===== src/hw/rtl/bga_pkg.sv =====
// bga_pkg: shared types and constants for the battery gauge averager
// no dependencies; imported by the interface users, the divider and the top level
`default_nettype none

package bga_pkg;

   // fixed field widths
   localparam int RAW_W      = 12;
   localparam int MV_W       = 16;
   localparam int LEVEL_W    = 16;
   localparam int TIME_W     = 32;
   localparam int CSR_IDX_W  = 3;
   localparam int CSR_DATA_W = 32;

   // shared divider widths: numerator holds a 12 x 16 bit product
   localparam int DIV_NUM_W  = 28;
   localparam int DIV_DEN_W  = 12;
   localparam int DIV_CNT_W  = $clog2(DIV_NUM_W);

   // signed voltage product: 13 bit difference times 17 bit difference
   localparam int PROD_W     = 30;

   localparam logic [LEVEL_W-1:0] LEVEL_FULL = '1;
   localparam logic [LEVEL_W-1:0] LEVEL_EMPTY = '0;

   // register indexes
   localparam logic [CSR_IDX_W-1:0] CSR_RAW_MIN     = 3'd0;
   localparam logic [CSR_IDX_W-1:0] CSR_RAW_MAX     = 3'd1;
   localparam logic [CSR_IDX_W-1:0] CSR_VOLT_MIN    = 3'd2;
   localparam logic [CSR_IDX_W-1:0] CSR_VOLT_MAX    = 3'd3;
   localparam logic [CSR_IDX_W-1:0] CSR_HOLD_MS     = 3'd4;
   localparam logic [CSR_IDX_W-1:0] CSR_REPORT_EN   = 3'd5;

   typedef enum logic [3:0] {
      ST_IDLE,
      ST_SUM,
      ST_AVG_DIV,
      ST_LEVEL,
      ST_LEVEL_DIV,
      ST_VOLT_MUL,
      ST_VOLT_START,
      ST_VOLT_DIV,
      ST_FINISH
   } state_type;

   typedef struct packed {
      logic [RAW_W-1:0]  raw_sample;
      logic [RAW_W-1:0]  charge_sense;
      logic [TIME_W-1:0] now_ms;
   } req_type;

   typedef struct packed {
      logic [LEVEL_W-1:0] level;
      logic [MV_W-1:0]    voltage_mv;
      logic [RAW_W-1:0]   raw_value;
      logic               charging;
      logic               reports_valid;
      logic               critical;
      logic               critical_event;
   } rsp_type;

   typedef struct packed {
      logic [CSR_IDX_W-1:0]  index;
      logic [CSR_DATA_W-1:0] data;
   } csr_type;

   typedef struct packed {
      logic                 start;
      logic [DIV_NUM_W-1:0] numer;
      logic [DIV_DEN_W-1:0] denom;
   } div_req_type;

   typedef struct packed {
      logic                 done;
      logic [DIV_NUM_W-1:0] quot;
      logic [DIV_DEN_W-1:0] rem;
   } div_rsp_type;

endpackage

`default_nettype wire


===== src/hw/rtl/bga_chan_if.sv =====
// bga_chan_if: valid/ready channel carrying one payload word
// no dependencies; the payload type is given at instantiation
`default_nettype none

interface bga_chan_if #(
   parameter type payload_type = logic
);
   logic        valid;
   logic        ready;
   payload_type payload;

   modport source (output valid, output payload, input ready);
   modport sink   (input valid, input payload, output ready);
endinterface

`default_nettype wire


===== src/hw/rtl/bga_ram.sv =====
// bga_ram: generic single write port ram with registered read
// no dependencies
`default_nettype none

module bga_ram #(
   parameter int WIDTH = 12,
   parameter int DEPTH = 16
) (
   input  wire logic                                 clock,
   input  wire logic                                 wr_en,
   input  wire logic [(DEPTH > 1 ? $clog2(DEPTH) : 1)-1:0] wr_addr,
   input  wire logic [WIDTH-1:0]                     wr_data,
   input  wire logic [(DEPTH > 1 ? $clog2(DEPTH) : 1)-1:0] rd_addr,
   output logic      [WIDTH-1:0]                     rd_data
);

   logic [WIDTH-1:0] mem_ff [DEPTH];

   always_ff @(posedge clock) begin
      if (wr_en) begin
         mem_ff[wr_addr] <= wr_data;
      end
      rd_data <= mem_ff[rd_addr];
   end

endmodule

`default_nettype wire


===== src/hw/rtl/bga_div.sv =====
// bga_div: restoring unsigned divider, one quotient bit per cycle
// depends on bga_pkg for widths and the request/response structs
`default_nettype none

module bga_div
   import bga_pkg::*;
(
   input  wire logic        clock,
   input  wire logic        reset,
   input  wire div_req_type div_req,
   output div_rsp_type      div_rsp
);

   logic                 busy_ff, busy_in;
   logic                 done_ff, done_in;
   logic [DIV_CNT_W-1:0] count_ff, count_in;
   logic [DIV_NUM_W-1:0] quot_ff, quot_in;
   logic [DIV_DEN_W-1:0] rem_ff, rem_in;
   logic [DIV_DEN_W:0]   rem_shift;
   logic                 fits;

   assign rem_shift = {rem_ff, quot_ff[DIV_NUM_W-1]};
   assign fits      = rem_shift >= {1'b0, div_req.denom};

   always_comb begin
      busy_in  = busy_ff;
      done_in  = 1'b0;
      count_in = count_ff;
      quot_in  = quot_ff;
      rem_in   = rem_ff;
      if (div_req.start) begin
         busy_in  = 1'b1;
         count_in = DIV_CNT_W'(DIV_NUM_W - 1);
         quot_in  = div_req.numer;
         rem_in   = '0;
      end else if (busy_ff) begin
         // remainder stays below the divisor, so it fits the divisor width
         rem_in  = fits ? DIV_DEN_W'(rem_shift - {1'b0, div_req.denom})
                        : rem_shift[DIV_DEN_W-1:0];
         quot_in = {quot_ff[DIV_NUM_W-2:0], fits};
         if (count_ff == '0) begin
            busy_in = 1'b0;
            done_in = 1'b1;
         end else begin
            count_in = count_ff - 1'b1;
         end
      end
   end

   always_ff @(posedge clock) begin
      if (reset) begin
         busy_ff <= 1'b0;
         done_ff <= 1'b0;
      end else begin
         busy_ff <= busy_in;
         done_ff <= done_in;
      end
   end

   always_ff @(posedge clock) begin
      count_ff <= count_in;
      quot_ff  <= quot_in;
      rem_ff   <= rem_in;
   end

   assign div_rsp.done = done_ff;
   assign div_rsp.quot = quot_ff;
   assign div_rsp.rem  = rem_ff;

endmodule

`default_nettype wire


===== src/hw/rtl/battery_gauge_averager.sv =====
// battery_gauge_averager: top level, sequencer, sample ring and gauge datapath
// depends on bga_pkg, bga_chan_if, bga_ram and bga_div
`default_nettype none

// Battery gauge with a moving-average level. Each req word carries one ADC
// sample, a charge-sense reading and a millisecond timestamp, and gives
// exactly one rsp word. The sample goes into a ring of AVG_DEPTH entries
// (cleared at reset through per-entry valid bits); the ring average is
// scaled between raw_min and raw_max to a 16-bit level, and the instant
// sample is mapped to millivolts between volt_min_mv and volt_max_mv, both
// saturated. A voltage at or below volt_min_mv starts a low timer; after
// more than critical_hold_ms of low samples the critical flag is set and
// every further low sample raises critical_event. One 28-step restoring
// divider is shared by the average, the level and the voltage; every word
// divides the average, the level is divided only when the average lies
// strictly between raw_min and raw_max, and the voltage only when raw_max
// is above raw_min. req ready is high only while the sequencer is idle, so
// the next word is taken in the same cycle as the result at the earliest; a
// finished rsp word sits in an output register, so the next req word can be
// taken while it waits, and that word stalls in its finish step until the
// rsp register frees up. csr writes are always accepted and must only come
// while the block is idle.

module battery_gauge_averager
   import bga_pkg::*;
#(
   parameter int AVG_DEPTH   = 16,
   parameter int SAMPLE_BITS = 12
) (
   input  wire logic   clock,
   input  wire logic   reset,
   bga_chan_if.sink    req_if,
   bga_chan_if.source  rsp_if,
   bga_chan_if.sink    csr_if
);

   // samples wider than the field are impossible, narrower ones drop high bits
   localparam int SAMPLE_W = (SAMPLE_BITS < RAW_W) ? SAMPLE_BITS : RAW_W;
   localparam int PTR_W    = (AVG_DEPTH > 1) ? $clog2(AVG_DEPTH) : 1;
   localparam int SUM_W    = SAMPLE_W + $clog2(AVG_DEPTH);
   localparam logic [PTR_W-1:0]     PTR_LAST  = PTR_W'(AVG_DEPTH - 1);
   localparam logic [DIV_DEN_W-1:0] DEPTH_DEN = DIV_DEN_W'(AVG_DEPTH);
   localparam logic [RAW_W-1:0]     SAMPLE_MAX = RAW_W'((1 << SAMPLE_W) - 1);

   // ---------------------------------------------------------------
   // configuration registers
   // ---------------------------------------------------------------
   logic [RAW_W-1:0]  raw_min_ff, raw_max_ff;
   logic [MV_W-1:0]   volt_min_ff, volt_max_ff;
   logic [TIME_W-1:0] hold_ms_ff;
   logic              report_en_ff;
   logic              csr_write;

   assign csr_if.ready = 1'b1;
   assign csr_write    = csr_if.valid & csr_if.ready;

   always_ff @(posedge clock) begin
      if (reset) begin
         raw_min_ff   <= RAW_W'(0);
         raw_max_ff   <= RAW_W'(4095);
         volt_min_ff  <= MV_W'(3300);
         volt_max_ff  <= MV_W'(4200);
         hold_ms_ff   <= TIME_W'(5000);
         report_en_ff <= 1'b1;
      end else if (csr_write) begin
         unique case (csr_if.payload.index)
            CSR_RAW_MIN:   raw_min_ff   <= csr_if.payload.data[RAW_W-1:0];
            CSR_RAW_MAX:   raw_max_ff   <= csr_if.payload.data[RAW_W-1:0];
            CSR_VOLT_MIN:  volt_min_ff  <= csr_if.payload.data[MV_W-1:0];
            CSR_VOLT_MAX:  volt_max_ff  <= csr_if.payload.data[MV_W-1:0];
            CSR_HOLD_MS:   hold_ms_ff   <= csr_if.payload.data[TIME_W-1:0];
            CSR_REPORT_EN: report_en_ff <= csr_if.payload.data[0];
            default: ; // unmapped index, write dropped
         endcase
      end
   end

   // ---------------------------------------------------------------
   // sequencer state and datapath registers
   // ---------------------------------------------------------------
   state_type state_ff, state_in;

   logic                 req_take;
   logic                 out_free;

   // captured req word
   logic [SAMPLE_W-1:0]  raw_ff;
   logic                 charging_ff;
   logic [TIME_W-1:0]    now_ff;

   // ring bookkeeping
   logic [SUM_W-1:0]     sum_ff, sum_in;
   logic [PTR_W-1:0]     ptr_ff, ptr_in;
   logic [AVG_DEPTH-1:0] valid_ff, valid_in;
   logic [SAMPLE_W-1:0]  ram_rd;
   logic [SAMPLE_W-1:0]  old_sample;
   logic                 ram_we;

   // intermediate results
   logic [RAW_W-1:0]     avg_ff, avg_in;
   logic [LEVEL_W-1:0]   level_ff, level_in;
   logic signed [PROD_W-1:0] prod_ff, prod_in;

   // low-voltage timer
   logic [TIME_W-1:0]    low_since_ff, low_since_in;
   logic                 low_timing_ff, low_timing_in;
   logic                 critical_ff, critical_in;
   logic                 event_now;

   // output register
   logic                 rsp_valid_ff, rsp_valid_in;
   rsp_type              rsp_data_ff, rsp_data_in;

   div_req_type          div_req;
   div_rsp_type          div_rsp;

   assign req_take = req_if.valid & req_if.ready;
   assign out_free = ~rsp_valid_ff | rsp_if.ready;

   // ---------------------------------------------------------------
   // sample ring storage
   // ---------------------------------------------------------------
   bga_ram #(
      .WIDTH (SAMPLE_W),
      .DEPTH (AVG_DEPTH)
   ) u_ring (
      .clock   (clock),
      .wr_en   (ram_we),
      .wr_addr (ptr_ff),
      .wr_data (raw_ff),
      .rd_addr (ptr_ff),
      .rd_data (ram_rd)
   );

   // an entry never written since reset counts as zero
   assign old_sample = valid_ff[ptr_ff] ? ram_rd : '0;

   // ---------------------------------------------------------------
   // shared divider
   // ---------------------------------------------------------------
   bga_div u_div (
      .clock   (clock),
      .reset   (reset),
      .div_req (div_req),
      .div_rsp (div_rsp)
   );

   // ---------------------------------------------------------------
   // gauge arithmetic
   // ---------------------------------------------------------------
   logic                 span_pos;
   logic                 avg_above_min, avg_below_max;
   logic                 level_div_go;
   logic [LEVEL_W-1:0]   level_sat;
   logic [RAW_W-1:0]     level_diff;
   logic [DIV_NUM_W-1:0] level_num;
   logic [DIV_DEN_W-1:0] span;

   assign span_pos      = raw_max_ff > raw_min_ff;
   assign span          = raw_max_ff - raw_min_ff;
   assign avg_above_min = avg_ff > raw_min_ff;
   assign avg_below_max = avg_ff < raw_max_ff;
   // only a strictly in-range average needs the divider
   assign level_div_go  = span_pos & avg_above_min & avg_below_max;
   assign level_sat     = (avg_above_min & (~span_pos | ~avg_below_max))
                          ? LEVEL_FULL : LEVEL_EMPTY;
   assign level_diff    = avg_ff - raw_min_ff;
   // diff * 65535 as a shift and subtract
   assign level_num     = (DIV_NUM_W'(level_diff) << LEVEL_W) - DIV_NUM_W'(level_diff);

   // voltage product: (raw - raw_min) * (volt_max - volt_min), both signed
   logic signed [RAW_W:0]  raw_delta;
   logic signed [MV_W:0]   volt_delta;
   logic                   prod_neg;
   logic [PROD_W-1:0]      prod_mag;

   assign raw_delta  = $signed({1'b0, RAW_W'(raw_ff)}) - $signed({1'b0, raw_min_ff});
   assign volt_delta = $signed({1'b0, volt_max_ff}) - $signed({1'b0, volt_min_ff});
   assign prod_in    = raw_delta * volt_delta;
   assign prod_neg   = prod_ff[PROD_W-1];
   assign prod_mag   = prod_neg ? PROD_W'(-prod_ff) : PROD_W'(prod_ff);

   // floor division: a negative product with a remainder rounds one further down
   logic signed [DIV_NUM_W+1:0] quot_floor;
   logic signed [DIV_NUM_W+2:0] volt_wide;
   logic [MV_W-1:0]             volt_sat;
   logic [MV_W-1:0]             volt_res;
   logic                        batt_ok;

   always_comb begin
      if (prod_neg) begin
         quot_floor = -$signed({2'b00, div_rsp.quot})
                      - $signed({{(DIV_NUM_W+1){1'b0}}, div_rsp.rem != '0});
      end else begin
         quot_floor = $signed({2'b00, div_rsp.quot});
      end
      volt_wide = $signed({{(DIV_NUM_W+3-MV_W){1'b0}}, volt_min_ff})
                  + $signed({quot_floor[DIV_NUM_W+1], quot_floor});
      if (volt_wide < 0) begin
         volt_sat = '0;
      end else if (volt_wide > $signed((DIV_NUM_W+3)'(LEVEL_FULL))) begin
         volt_sat = '1;
      end else begin
         volt_sat = volt_wide[MV_W-1:0];
      end
   end

   assign volt_res = span_pos ? volt_sat : volt_min_ff;
   // ok means the exact voltage is above volt_min_mv
   assign batt_ok  = span_pos & ~prod_neg & (prod_ff != '0);

   // ---------------------------------------------------------------
   // sequencer: next state
   // ---------------------------------------------------------------
   always_comb begin
      state_in = state_ff;
      unique case (state_ff)
         ST_IDLE:       if (req_take) state_in = ST_SUM;
         ST_SUM:        state_in = ST_AVG_DIV;
         ST_AVG_DIV:    if (div_rsp.done) state_in = ST_LEVEL;
         ST_LEVEL:      state_in = level_div_go ? ST_LEVEL_DIV : ST_VOLT_MUL;
         ST_LEVEL_DIV:  if (div_rsp.done) state_in = ST_VOLT_MUL;
         ST_VOLT_MUL:   state_in = ST_VOLT_START;
         ST_VOLT_START: state_in = span_pos ? ST_VOLT_DIV : ST_FINISH;
         ST_VOLT_DIV:   if (div_rsp.done) state_in = ST_FINISH;
         ST_FINISH:     if (out_free) state_in = ST_IDLE;
         default:       state_in = ST_IDLE;
      endcase
   end

   // ---------------------------------------------------------------
   // sequencer: outputs to ram, divider and req channel
   // ---------------------------------------------------------------
   always_comb begin
      ram_we        = 1'b0;
      div_req.start = 1'b0;
      div_req.numer = '0;
      div_req.denom = DEPTH_DEN;
      unique case (state_ff)
         ST_SUM: begin
            ram_we        = 1'b1;
            div_req.start = 1'b1;
            div_req.numer = DIV_NUM_W'(sum_in);
            div_req.denom = DEPTH_DEN;
         end
         ST_AVG_DIV: begin
            div_req.denom = DEPTH_DEN;
         end
         ST_LEVEL: begin
            div_req.start = level_div_go;
            div_req.numer = level_num;
            div_req.denom = span;
         end
         ST_LEVEL_DIV: begin
            div_req.denom = span;
         end
         ST_VOLT_START: begin
            div_req.start = span_pos;
            div_req.numer = prod_mag[DIV_NUM_W-1:0];
            div_req.denom = span;
         end
         ST_VOLT_DIV: begin
            div_req.denom = span;
         end
         ST_IDLE, ST_VOLT_MUL, ST_FINISH: ;
         default: ;
      endcase
   end

   assign req_if.ready = (state_ff == ST_IDLE);

   // ---------------------------------------------------------------
   // datapath next values
   // ---------------------------------------------------------------
   always_comb begin
      sum_in        = sum_ff - SUM_W'(old_sample) + SUM_W'(raw_ff);
      ptr_in        = ptr_ff;
      valid_in      = valid_ff;
      avg_in        = avg_ff;
      level_in      = level_ff;
      low_since_in  = low_since_ff;
      low_timing_in = low_timing_ff;
      critical_in   = critical_ff;
      event_now     = 1'b0;
      rsp_valid_in  = rsp_valid_ff & ~rsp_if.ready;
      rsp_data_in   = rsp_data_ff;

      // low timer, used in the finish step
      if (batt_ok) begin
         low_since_in  = '0;
         low_timing_in = 1'b0;
         critical_in   = 1'b0;
      end else if (!low_timing_ff) begin
         low_timing_in = 1'b1;
         low_since_in  = now_ff;
      end else if ((now_ff - low_since_ff) > hold_ms_ff) begin
         critical_in = 1'b1;
         event_now   = 1'b1;
      end

      if (state_ff == ST_SUM) begin
         ptr_in           = (ptr_ff == PTR_LAST) ? '0 : ptr_ff + 1'b1;
         valid_in[ptr_ff] = 1'b1;
      end
      if (state_ff == ST_AVG_DIV && div_rsp.done) begin
         avg_in = div_rsp.quot[RAW_W-1:0];
      end
      if (state_ff == ST_LEVEL) begin
         level_in = level_sat;
      end
      if (state_ff == ST_LEVEL_DIV && div_rsp.done) begin
         level_in = div_rsp.quot[LEVEL_W-1:0];
      end

      rsp_data_in.level          = level_ff;
      rsp_data_in.voltage_mv     = volt_res;
      rsp_data_in.raw_value      = RAW_W'(raw_ff);
      rsp_data_in.charging       = charging_ff;
      rsp_data_in.reports_valid  = report_en_ff;
      rsp_data_in.critical       = critical_in;
      rsp_data_in.critical_event = event_now;
      if (!(state_ff == ST_FINISH && out_free)) begin
         // hold the timer and the waiting word until the finish step fires
         low_since_in  = low_since_ff;
         low_timing_in = low_timing_ff;
         critical_in   = critical_ff;
         rsp_data_in   = rsp_data_ff;
      end else begin
         rsp_valid_in = 1'b1;
      end
   end

   // ---------------------------------------------------------------
   // registers
   // ---------------------------------------------------------------
   always_ff @(posedge clock) begin
      if (reset) begin
         state_ff      <= ST_IDLE;
         sum_ff        <= '0;
         ptr_ff        <= '0;
         valid_ff      <= '0;
         low_since_ff  <= '0;
         low_timing_ff <= 1'b0;
         critical_ff   <= 1'b0;
         rsp_valid_ff  <= 1'b0;
      end else begin
         state_ff      <= state_in;
         if (state_ff == ST_SUM) begin
            sum_ff <= sum_in;
         end
         ptr_ff        <= ptr_in;
         valid_ff      <= valid_in;
         low_since_ff  <= low_since_in;
         low_timing_ff <= low_timing_in;
         critical_ff   <= critical_in;
         rsp_valid_ff  <= rsp_valid_in;
      end
   end

   // payload registers, no reset
   always_ff @(posedge clock) begin
      if (req_take) begin
         raw_ff      <= req_if.payload.raw_sample[SAMPLE_W-1:0];
         charging_ff <= req_if.payload.charge_sense != '0;
         now_ff      <= req_if.payload.now_ms;
      end
      if (state_ff == ST_VOLT_MUL) begin
         prod_ff <= prod_in;
      end
      avg_ff      <= avg_in;
      level_ff    <= level_in;
      rsp_data_ff <= rsp_data_in;
   end

   assign rsp_if.valid   = rsp_valid_ff;
   assign rsp_if.payload = rsp_data_ff;

   // ---------------------------------------------------------------
   // assertions
   // ---------------------------------------------------------------
   a_take_starts_sum: assert property (@(posedge clock) disable iff (reset)
      req_take |=> state_ff == ST_SUM)
      else $error("accepted word did not start the ring update");

   a_finish_loads_rsp: assert property (@(posedge clock) disable iff (reset)
      (state_ff == ST_FINISH && out_free) |=> rsp_valid_ff && state_ff == ST_IDLE)
      else $error("finish step did not load the rsp register");

   a_avg_in_range: assert property (@(posedge clock) disable iff (reset)
      (state_ff == ST_AVG_DIV && div_rsp.done) |=> avg_ff <= SAMPLE_MAX)
      else $error("ring average exceeds the largest sample");

   a_event_implies_critical: assert property (@(posedge clock) disable iff (reset)
      (rsp_valid_ff && rsp_data_ff.critical_event) |-> rsp_data_ff.critical)
      else $error("critical event without critical state");

endmodule

`default_nettype wire


===== src/flat_wrapper.sv =====
// flat-port wrapper written by rule: the top's interface ports become plain ports
module battery_gauge_averager_flat import bga_pkg::*;
#(
   parameter int AVG_DEPTH   = 16,
   parameter int SAMPLE_BITS = 12
)
  (clock, reset, req_if_valid, req_if_payload, req_if_ready, rsp_if_valid, rsp_if_payload, rsp_if_ready, csr_if_valid, csr_if_payload, csr_if_ready);
  bga_chan_if #(.payload_type(req_type)) req_if_i ();
  bga_chan_if #(.payload_type(rsp_type)) rsp_if_i ();
  bga_chan_if #(.payload_type(csr_type)) csr_if_i ();
  input  wire logic clock;
  input  wire logic reset;
  input wire logic [$bits(req_if_i.valid)-1:0] req_if_valid;
  input wire logic [$bits(req_if_i.payload)-1:0] req_if_payload;
  output wire logic [$bits(req_if_i.ready)-1:0] req_if_ready;
  output wire logic [$bits(rsp_if_i.valid)-1:0] rsp_if_valid;
  output wire logic [$bits(rsp_if_i.payload)-1:0] rsp_if_payload;
  input wire logic [$bits(rsp_if_i.ready)-1:0] rsp_if_ready;
  input wire logic [$bits(csr_if_i.valid)-1:0] csr_if_valid;
  input wire logic [$bits(csr_if_i.payload)-1:0] csr_if_payload;
  output wire logic [$bits(csr_if_i.ready)-1:0] csr_if_ready;
  assign req_if_i.valid = req_if_valid;
  assign req_if_i.payload = req_if_payload;
  assign req_if_ready = req_if_i.ready;
  assign rsp_if_valid = rsp_if_i.valid;
  assign rsp_if_payload = rsp_if_i.payload;
  assign rsp_if_i.ready = rsp_if_ready;
  assign csr_if_i.valid = csr_if_valid;
  assign csr_if_i.payload = csr_if_payload;
  assign csr_if_ready = csr_if_i.ready;
  battery_gauge_averager #(.AVG_DEPTH(AVG_DEPTH), .SAMPLE_BITS(SAMPLE_BITS)) u_core (.clock(clock), .reset(reset), .req_if(req_if_i), .rsp_if(rsp_if_i), .csr_if(csr_if_i));
endmodule

===== config.mk =====
export PLATFORM = sky130hd
export DESIGN_NAME = battery_gauge_averager_flat
export DESIGN_NICKNAME = d
export VERILOG_FILES = /design/src/hw/rtl/bga_pkg.sv /design/src/hw/rtl/bga_chan_if.sv /design/src/hw/rtl/bga_ram.sv /design/src/hw/rtl/bga_div.sv /design/src/hw/rtl/battery_gauge_averager.sv /design/src/flat_wrapper.sv
export SDC_FILE = /design/constraint.sdc
export NUM_CORES = 2
export LEC_CHECK = 0
export BUFFER_PORTS_ARGS = -buffer_cell sky130_fd_sc_hd__buf_2
export CORE_MARGIN = 10
export CORE_UTILIZATION = 57
export CTS_CLUSTER_SIZE = 40
export DETAILED_ROUTE_END_ITERATION = 8
export GPL_TIMING_DRIVEN = 0
export PLACE_DENSITY = 0.78
export REMOVE_ABC_BUFFERS = 1
export SETUP_SLACK_MARGIN = 0.5
export SLEW_MARGIN = 30
export SYNTH_ARGS = -nofsm -noshare
export SYNTH_HDL_FRONTEND = slang
export SYNTH_SLANG_ARGS = --single-unit

===== constraint.sdc =====
create_clock -name clock -period 8.6 [get_ports clock]
set_input_delay 1.29 -clock clock [delete_from_list [all_inputs] [get_ports clock]]
set_output_delay 1.29 -clock clock [all_outputs]
set_load 0.01 [all_outputs]

After elaboration in Yosys (flattened, before gate mapping)
Memory sizes are Yosys's and may differ from the RTL's. A register that Yosys moved wholly into a read port is not among the register bits.
Index checks and enable logic that the tools add are counted.
- register bits after elaboration: 362
- memory bits (writable): 192
- input port bits: 96
- word-level logic and storage cells: 162
- memories kept: 1
- memories (memory ; depth ; bits a word ; rd ports ; clocked after memory_dff ; write ports ; line ; source):
    u_core.u_ring.mem_ff ; 16 ; 12 ; 1 ; 1 ; 1 ; bga_ram.sv:17 ; logic [WIDTH-1:0] mem_ff [DEPTH];
- add/subtract/negate cells: 15
- multiply operators: 1
- magnitude comparators: 9
- eq/ne operators: 20
- mux-type cells: 42
- bitwise operators: 18
- reduce and logical (&&, ||, !) cells: 24
- operator list (cell ; number):
    $mux W16 ; 6
    $pmux W29 S3 ; 1
    $mux W28 ; 3
    $mux W32 ; 2
    $mux W12 ; 3
    $pmux W4 S9 ; 1
    $sub A12 B12 Y12 ; 3
    $gt A32 B32 Y1 ; 1
    $sub A32 B32 Y32 ; 1
    $add A17 B30 Y31 ; 1
    $gt A31 B17 Y1 const B ; 1
    $lt A31 B1 Y1 const B ; 1
    $mul A13 B17 Y30 ; 1
    $mux W30 ; 1
    $neg A28 Y30 ; 1
    $reduce_bool A30 Y1 ; 1
    $sub A30 B2 Y30 ; 1
    $mux W4 ; 7
    $neg A28 Y28 ; 1
    $sub A28 B12 Y28 ; 1
    $gt A12 B12 Y1 ; 2
    $reduce_bool A12 Y1 ; 2
    $sub A16 B16 Y17 ; 1
    $add A16 B12 Y16 ; 1
    34 further kinds ; 85

Logic depth before layout (Yosys ltp)
- word-level depth: 8
- gate-level depth with buffers: 39
- depth with buffers taken out: 38

Cells and area by module
A second synthesis with hierarchy kept.
- cells, all modules: 3783
- area total of the unflattened synthesis: 39075.0 sq um
- by module, submodules not included (module ; times used ; cells an instance ; area an instance (sq um) ; sequential area each (sq um)):
    battery_gauge_averager ; 1 ; 3215 ; 28777.6 ; 7817.5
    bga_ram ; 1 ; 329 ; 7599.8 ; 6005.8
    bga_div ; 1 ; 239 ; 2697.6 ; 1221.2

Worst setup path before layout
OpenSTA, ideal clock, no wires.
- kind: reg2reg
- start: register u_core.raw_ff[1]
- end: register u_core.prod_ff[29] (data pin)
- setup time: 0.258 ns
- arrival time: 8.187 ns
- data required time: 8.342 ns
- slack: 0.155 ns
- cell stages (with the launch flop): 34
- buffers on the path: 1
- period minus slack after synthesis: 8.445 ns
- path through: edfxtp_1 -> ha_1 -> nor2b_1 -> o21ai_0 -> nand2b_1 -> a21o_1 -> a21o_1 -> a21o_1 -> a21o_1 -> a21oi_1 -> nor2b_1 -> o41ai_1 -> xor2_1 -> clkbuf_1 -> or2_2 -> fa_1 -> fa_1 -> fa_1 -> fa_1 -> fa_1 -> fa_1 -> inv_1 -> ha_1 -> and3_1 -> a32oi_1 -> a211oi_1 -> o21ai_0 -> a31oi_1 -> a21oi_1 -> o21bai_1 -> a21oi_1 -> a21oi_1 -> nor2_1 -> xnor2_1
- cells in the longest elaborated chain, start to end: 2
- ends and longest elaborated chain (what ; line ; source):
    start, declared ; battery_gauge_averager.sv:87 ; logic [SAMPLE_W-1:0] raw_ff;
    start signal, assigned ; battery_gauge_averager.sv:363 ; raw_ff <= req_if.payload.raw_sample[SAMPLE_W-1:0];
    $sub A12 B12 Y13 ; battery_gauge_averager.sv:177 ; assign raw_delta = $signed({1'b0, RAW_W'(raw_ff)}) - $signed({1'b0, raw_min_ff});
    $mul A13 B17 Y30 ; battery_gauge_averager.sv:179 ; assign prod_in = raw_delta * volt_delta;
    via u_core.prod_in[29] ; battery_gauge_averager.sv:102 ; logic signed [PROD_W-1:0] prod_ff, prod_in;
    end signal, assigned ; battery_gauge_averager.sv:368 ; prod_ff <= prod_in;
    end, declared ; battery_gauge_averager.sv:102 ;
The timed path passes the listed nets, and every way through them passes these cells.
A chain may end at the register's enable or synchronous reset.

Final worst setup path
- start: register u_core.volt_max_ff[0]
- end: register u_core.prod_ff[29] (data pin)
- cells in the longest elaborated chain, start to end: 2
- ends and longest elaborated chain (what ; line ; source):
    start, declared ; battery_gauge_averager.sv:49 ; logic [MV_W-1:0] volt_min_ff, volt_max_ff;
    start signal, assigned ; battery_gauge_averager.sv:70 ; CSR_VOLT_MAX: volt_max_ff <= csr_if.payload.data[MV_W-1:0];
    $sub A16 B16 Y17 ; battery_gauge_averager.sv:178 ; assign volt_delta = $signed({1'b0, volt_max_ff}) - $signed({1'b0, volt_min_ff});
    $mul A13 B17 Y30 ; battery_gauge_averager.sv:179 ;
    via u_core.prod_in[29] ; battery_gauge_averager.sv:102 ;
The timed path passes the listed nets, and every way through them passes these cells.

==> reports/qor_table.md <==
| Stage | Metric | Reported |
| --- | --- | --- |
| status | Status | finished clean |
| cells and area | Area overhead of the layout relative to synthesis | 15.4% |
| timing | Worst clock skew | 0.0297 ns |
| die | Die ar. | 79,000 µm² |
| routing | Wire length after detailed routing | 112 mm |
| cells and area | Net count of the finished layout | 4,631 |
| routing | Total DRC errors in the routed layout | 0 |
| critical path | Crit path capture type | flip-flop |
| synthesis | Syn Inst Count | 3,812 |
| timing | Number of endpoints with negative hold slack in the final report | 0 |
| cells and area | Fraction of final layout cells with drive strength greater than 1 | 16.9% |
| synthesis | Predominant post-synthesis flop cell | sky130_fd_sc_hd__edfxtp_1 |
| clock tree | CTS tree | built |
| grt | Wire length of the first global-routing pass | 169 mm |
| cells and area | Final antenna diode count | 0 |
| cells and area | Seq. cell area | 15,100 µm² |
| clock tree | Max H-tree Level | 2 |
| clock tree | Clock Latency Late Sink | 0.65 ns |
| die | # IOs | 147 |
| routing | Remaining antenna violation count after routing | 0 |
| grt | Number of global-route vias before repair | 30,200 |
| job | Max-capacitance violation count | 0 |
| cells and area | FILL cells | 4,721 |
| critical path | CP max-delay cell | sky130_fd_sc_hd__fa_1 |
| routing | Per-cell routed wire length | 22.7 µm |
| synthesis | Largest cells by area after synthesis | sky130_fd_sc_hd__edfxtp_1 29%, sky130_fd_sc_hd__fa_1 12%, sky130_fd_sc_hd__dfxtp_1 10%, sky130_fd_sc_hd__ha_1 9.1%, sky130_fd_sc_hd__inv_1 4.5% |
| timing | Timing-limited maximum frequency | 0.119 GHz |
| synthesis | Portion of synthesized cell area occupied by the leading cell type | 28.7% |
| critical path | Critical path launch point type | flip-flop |
| critical path | Cell depth of the worst flop-to-flop path | 35 |
| synthesis | Synth unique cells | 96 |
| timing | Measured slew at the worst slew-check pin | 1.00 ns |
| timing | Worst slew margin relative to its limit | 33.3% |
| critical path | Worst path most repeated cell | sky130_fd_sc_hd__fa_1 |
| placement | Cell Area, Placed | 40,900 µm² |
| routing | Via count | 30,600 |
| synthesis | Warnings from Yosys | 0 |
| critical path | Origin of the critical flop-to-flop path | u_core.volt_max_ff[0]$_SDFFE_PP0P_ |
| die | Row count | 95 |
| die | Initial Utilization | 57.6% |
| critical path | Data required time at the worst endpoint | 8.97 ns |
| die | Die height | 281 µm |
| clock tree | CTS max path bufs | 3 |
| clock tree | Post-CTS Hold Fix Bufs | 0 |
| routing | DRT iter0 DRCs | 3,420 |
| critical path | Worst setup path end | u_core.prod_ff[29]$_DFFE_PP_ |
| clock tree | Number of buffers created by CTS | 58 |
| clock tree | Clock tree sinks | 566 |
| placement | Number of buffer cells added on primary ports | 145 |
| timing | Finish-stage setup viols | 0 |
| grt | Tot GR Track Use | 27.1% |
| critical path | Critical Setup Path Class | reg2reg |
| min path | Path class of the lowest-slack min-delay path | reg2reg |
| placement | Placed wire-length estimate after detailed placement | 75.3 mm |
| routing | Detailed-routing iteration count for the pre-antenna-repair pass | 7 |
| synthesis | Cell types with the highest counts after synthesis | 465 x sky130_fd_sc_hd__inv_1, 405 x sky130_fd_sc_hd__nand2_1, 371 x sky130_fd_sc_hd__edfxtp_1, 310 x sky130_fd_sc_hd__nor2_1, 284 x sky130_fd_sc_hd__ha_1 |
| critical path | Largest stage delay, worst path | 0.59 ns |
| timing | Unrepaired setup endpoints after global routing | yes |
| grt | Maximum number of pins on one net before global-route repair | 114 |
| synthesis | Flip-flop and latch count after synthesis | 566 |
| synthesis | Top cell type by total area after synthesis | sky130_fd_sc_hd__edfxtp_1 |
| die | Area of the placeable core | 67,400 µm² |
| clock tree | Clock-pin slew on the worst setup and hold paths | 0.07 ns |
| synthesis | Fraction of synthesis flops using an asynchronous set or reset pin | 0% |
| critical path | Data arrival time of the critical path | 8.79 ns |
| routing | Routed via count divided by cell count | 6.17 |
| synthesis | Mean cell area of the mapped netlist | 10.2 µm² |
| synthesis | Number of flops mapped to enable cells by yosys | 371 |
| timing | Pins Over Slew Limit | 0 |
| synthesis | Sequential fraction of the synthesis area | 38.7% |
| cells and area | Fin area | 44,800 µm² |
| synthesis | Summed instance area of the synthesized netlist | 38,800 µm² |
| critical path | Worst-path maximum fanout | 7 |
| synthesis | Most common cell in the synthesized netlist | sky130_fd_sc_hd__inv_1 |
| cells and area | Area taken by multi-input logic gates | 22,800 µm² |
| critical path | Critical register-to-register path endpoint | u_core.prod_ff[29]$_DFFE_PP_ |
| critical path | Setup crit start | u_core.volt_max_ff[0]$_SDFFE_PP0P_ |
| timing | Share of the cycle needed by the critical path after routing | 97.9% |
| placement | RePlAce Congestion | 0.923 |
| clock tree | Library cell used as clock root buffer | sky130_fd_sc_hd__clkbuf_16 |
| timing | Final critical-path required period | 8.42 ns |
| grt | Gr ovfl total | 0 |
| critical path | Worst setup slack for register-to-register paths | 0.18 ns |
| die | Horizontal extent of the die | 281 µm |
| grt | Antenna violations before repair | 1 |
[cell type report]
class,instances,area share (%)
timing repair buffer,286,4.51
sequential,566,33.6
clock buffer,68,3.34
tap,873,2.44
multi-input combinational,2648,51.0
clock inverter,42,1.23
inverter,466,3.92
[registers in the layout (all words and copies together) (netlist names), 16 cells and up]
signal	flops
u_core.volt_max_ff	16
u_core.low_since_ff	32
u_core.level_ff	16
u_core.prod_ff	30
u_core.valid_ff	16
u_core.sum_ff	16
u_core.u_ring.mem_ff	192
u_core.hold_ms_ff	32
u_core.now_ff	32
u_core.rsp_if.payload	48
u_core.volt_min_ff	16
u_core.u_div.quot_ff	28
[kinds of logic (layout without fill, tap and decap cells)]
logic type	count (synthesis)	after routing	share of synthesized area [%]
fa+ha+maj	509	509	20.7
flops	566	566	38.7
simple gates	1101	1101	12.9
buf+inv	598	862	5.86
mux	86	86	4.31
xor+xnor	188	188	4.24
other cells	1	1	0.00965
compound gates	763	763	13.2
[worst min-delay path by stage]
stage,start,end,slack (ns),cells past startpoint
detailed placement,u_core.level_ff[1]$_DFFE_PP_,u_core.rsp_if.payload[33]$_DFFE_PP_,0.41,0
finish,u_core.level_ff[1]$_DFFE_PP_,u_core.rsp_if.payload[33]$_DFFE_PP_,0.40,0
CTS,u_core.level_ff[1]$_DFFE_PP_,u_core.rsp_if.payload[33]$_DFFE_PP_,0.40,0
floorplan,u_core.level_ff[0]$_DFFE_PP_,u_core.rsp_if.payload[32]$_DFFE_PP_,0.40,0
global placement,u_core.level_ff[2]$_DFFE_PP_,u_core.rsp_if.payload[34]$_DFFE_PP_,0.40,0
global route,u_core.level_ff[9]$_DFFE_PP_,u_core.rsp_if.payload[41]$_DFFE_PP_,0.42,0
[metrics by stage]
| step | hold WS [ns] | setup slack (ns) | TNS [ns] | instances | util [%] |
|---|---|---|---|---|---|
| finish | 0.396 | 0.178 | 0 | 4949 | 66.5 |
| global placement | 0.403 | -2.20 | -23.50 | 4698 | 59.6 |
| CTS | 0.402 | 0.500 | 0 | 4914 | 65.4 |
| floorplan | 0.400 | 0.0983 | 0 | 3680 | - |
| global route | 0.423 | -0.0886 | -0.101 | 4949 | 66.5 |
| detailed placement | 0.408 | -1.90 | -18.03 | 4740 | 60.6 |
[metal layers]
layer  GRT usage, %  up-vias  wire length (µm)
met3           4.49      447             10200
met4           12.8        2              6580
li1               -    13700                 -
met1           35.0    14800             42900
met5              0        -                13
met2           44.3     1622             52600
[placed cells by master (no fill, tap or decap), drive strengths merged, types with 69 or more instances in the layout]
| cell type | n |
|---|---|
| nand2b | 75 |
| fa | 225 |
| o21ai | 131 |
| nor2 | 310 |
| buf | 285 |
| xnor2 | 132 |
| nand2 | 405 |
| a21oi | 240 |
| dfxtp | 195 |
| edfxtp | 371 |
| inv | 467 |
| ha | 284 |
| clkbuf | 69 |
| a21o | 82 |
[worst max-delay path: cells and delay by family (launching register included)]
kind	cells	cell delay [ns]
buffers and inverters	6	0.70
flip-flops	1	0.34
XOR/XNOR	2	0.33
adder cells (fa/ha/maj)	9	3.94
AO/OA/AOI/OAI	13	2.17
AND/OR/NAND/NOR	5	0.66
[what timing repair did]
| item | CTS | global route |
|---|---|---|
| resized for setup | 123 | 89 |
| pin swaps | 53 | 83 |
| buffers inserted | 64 | 34 |
| gates cloned | 0 | 1 |
| endpoints found under the setup margin | 18 | 13 |
Power is left out: the tool's default activity adds up to more than one toggle a clock period on the data nets, which glitch-free logic cannot reach.
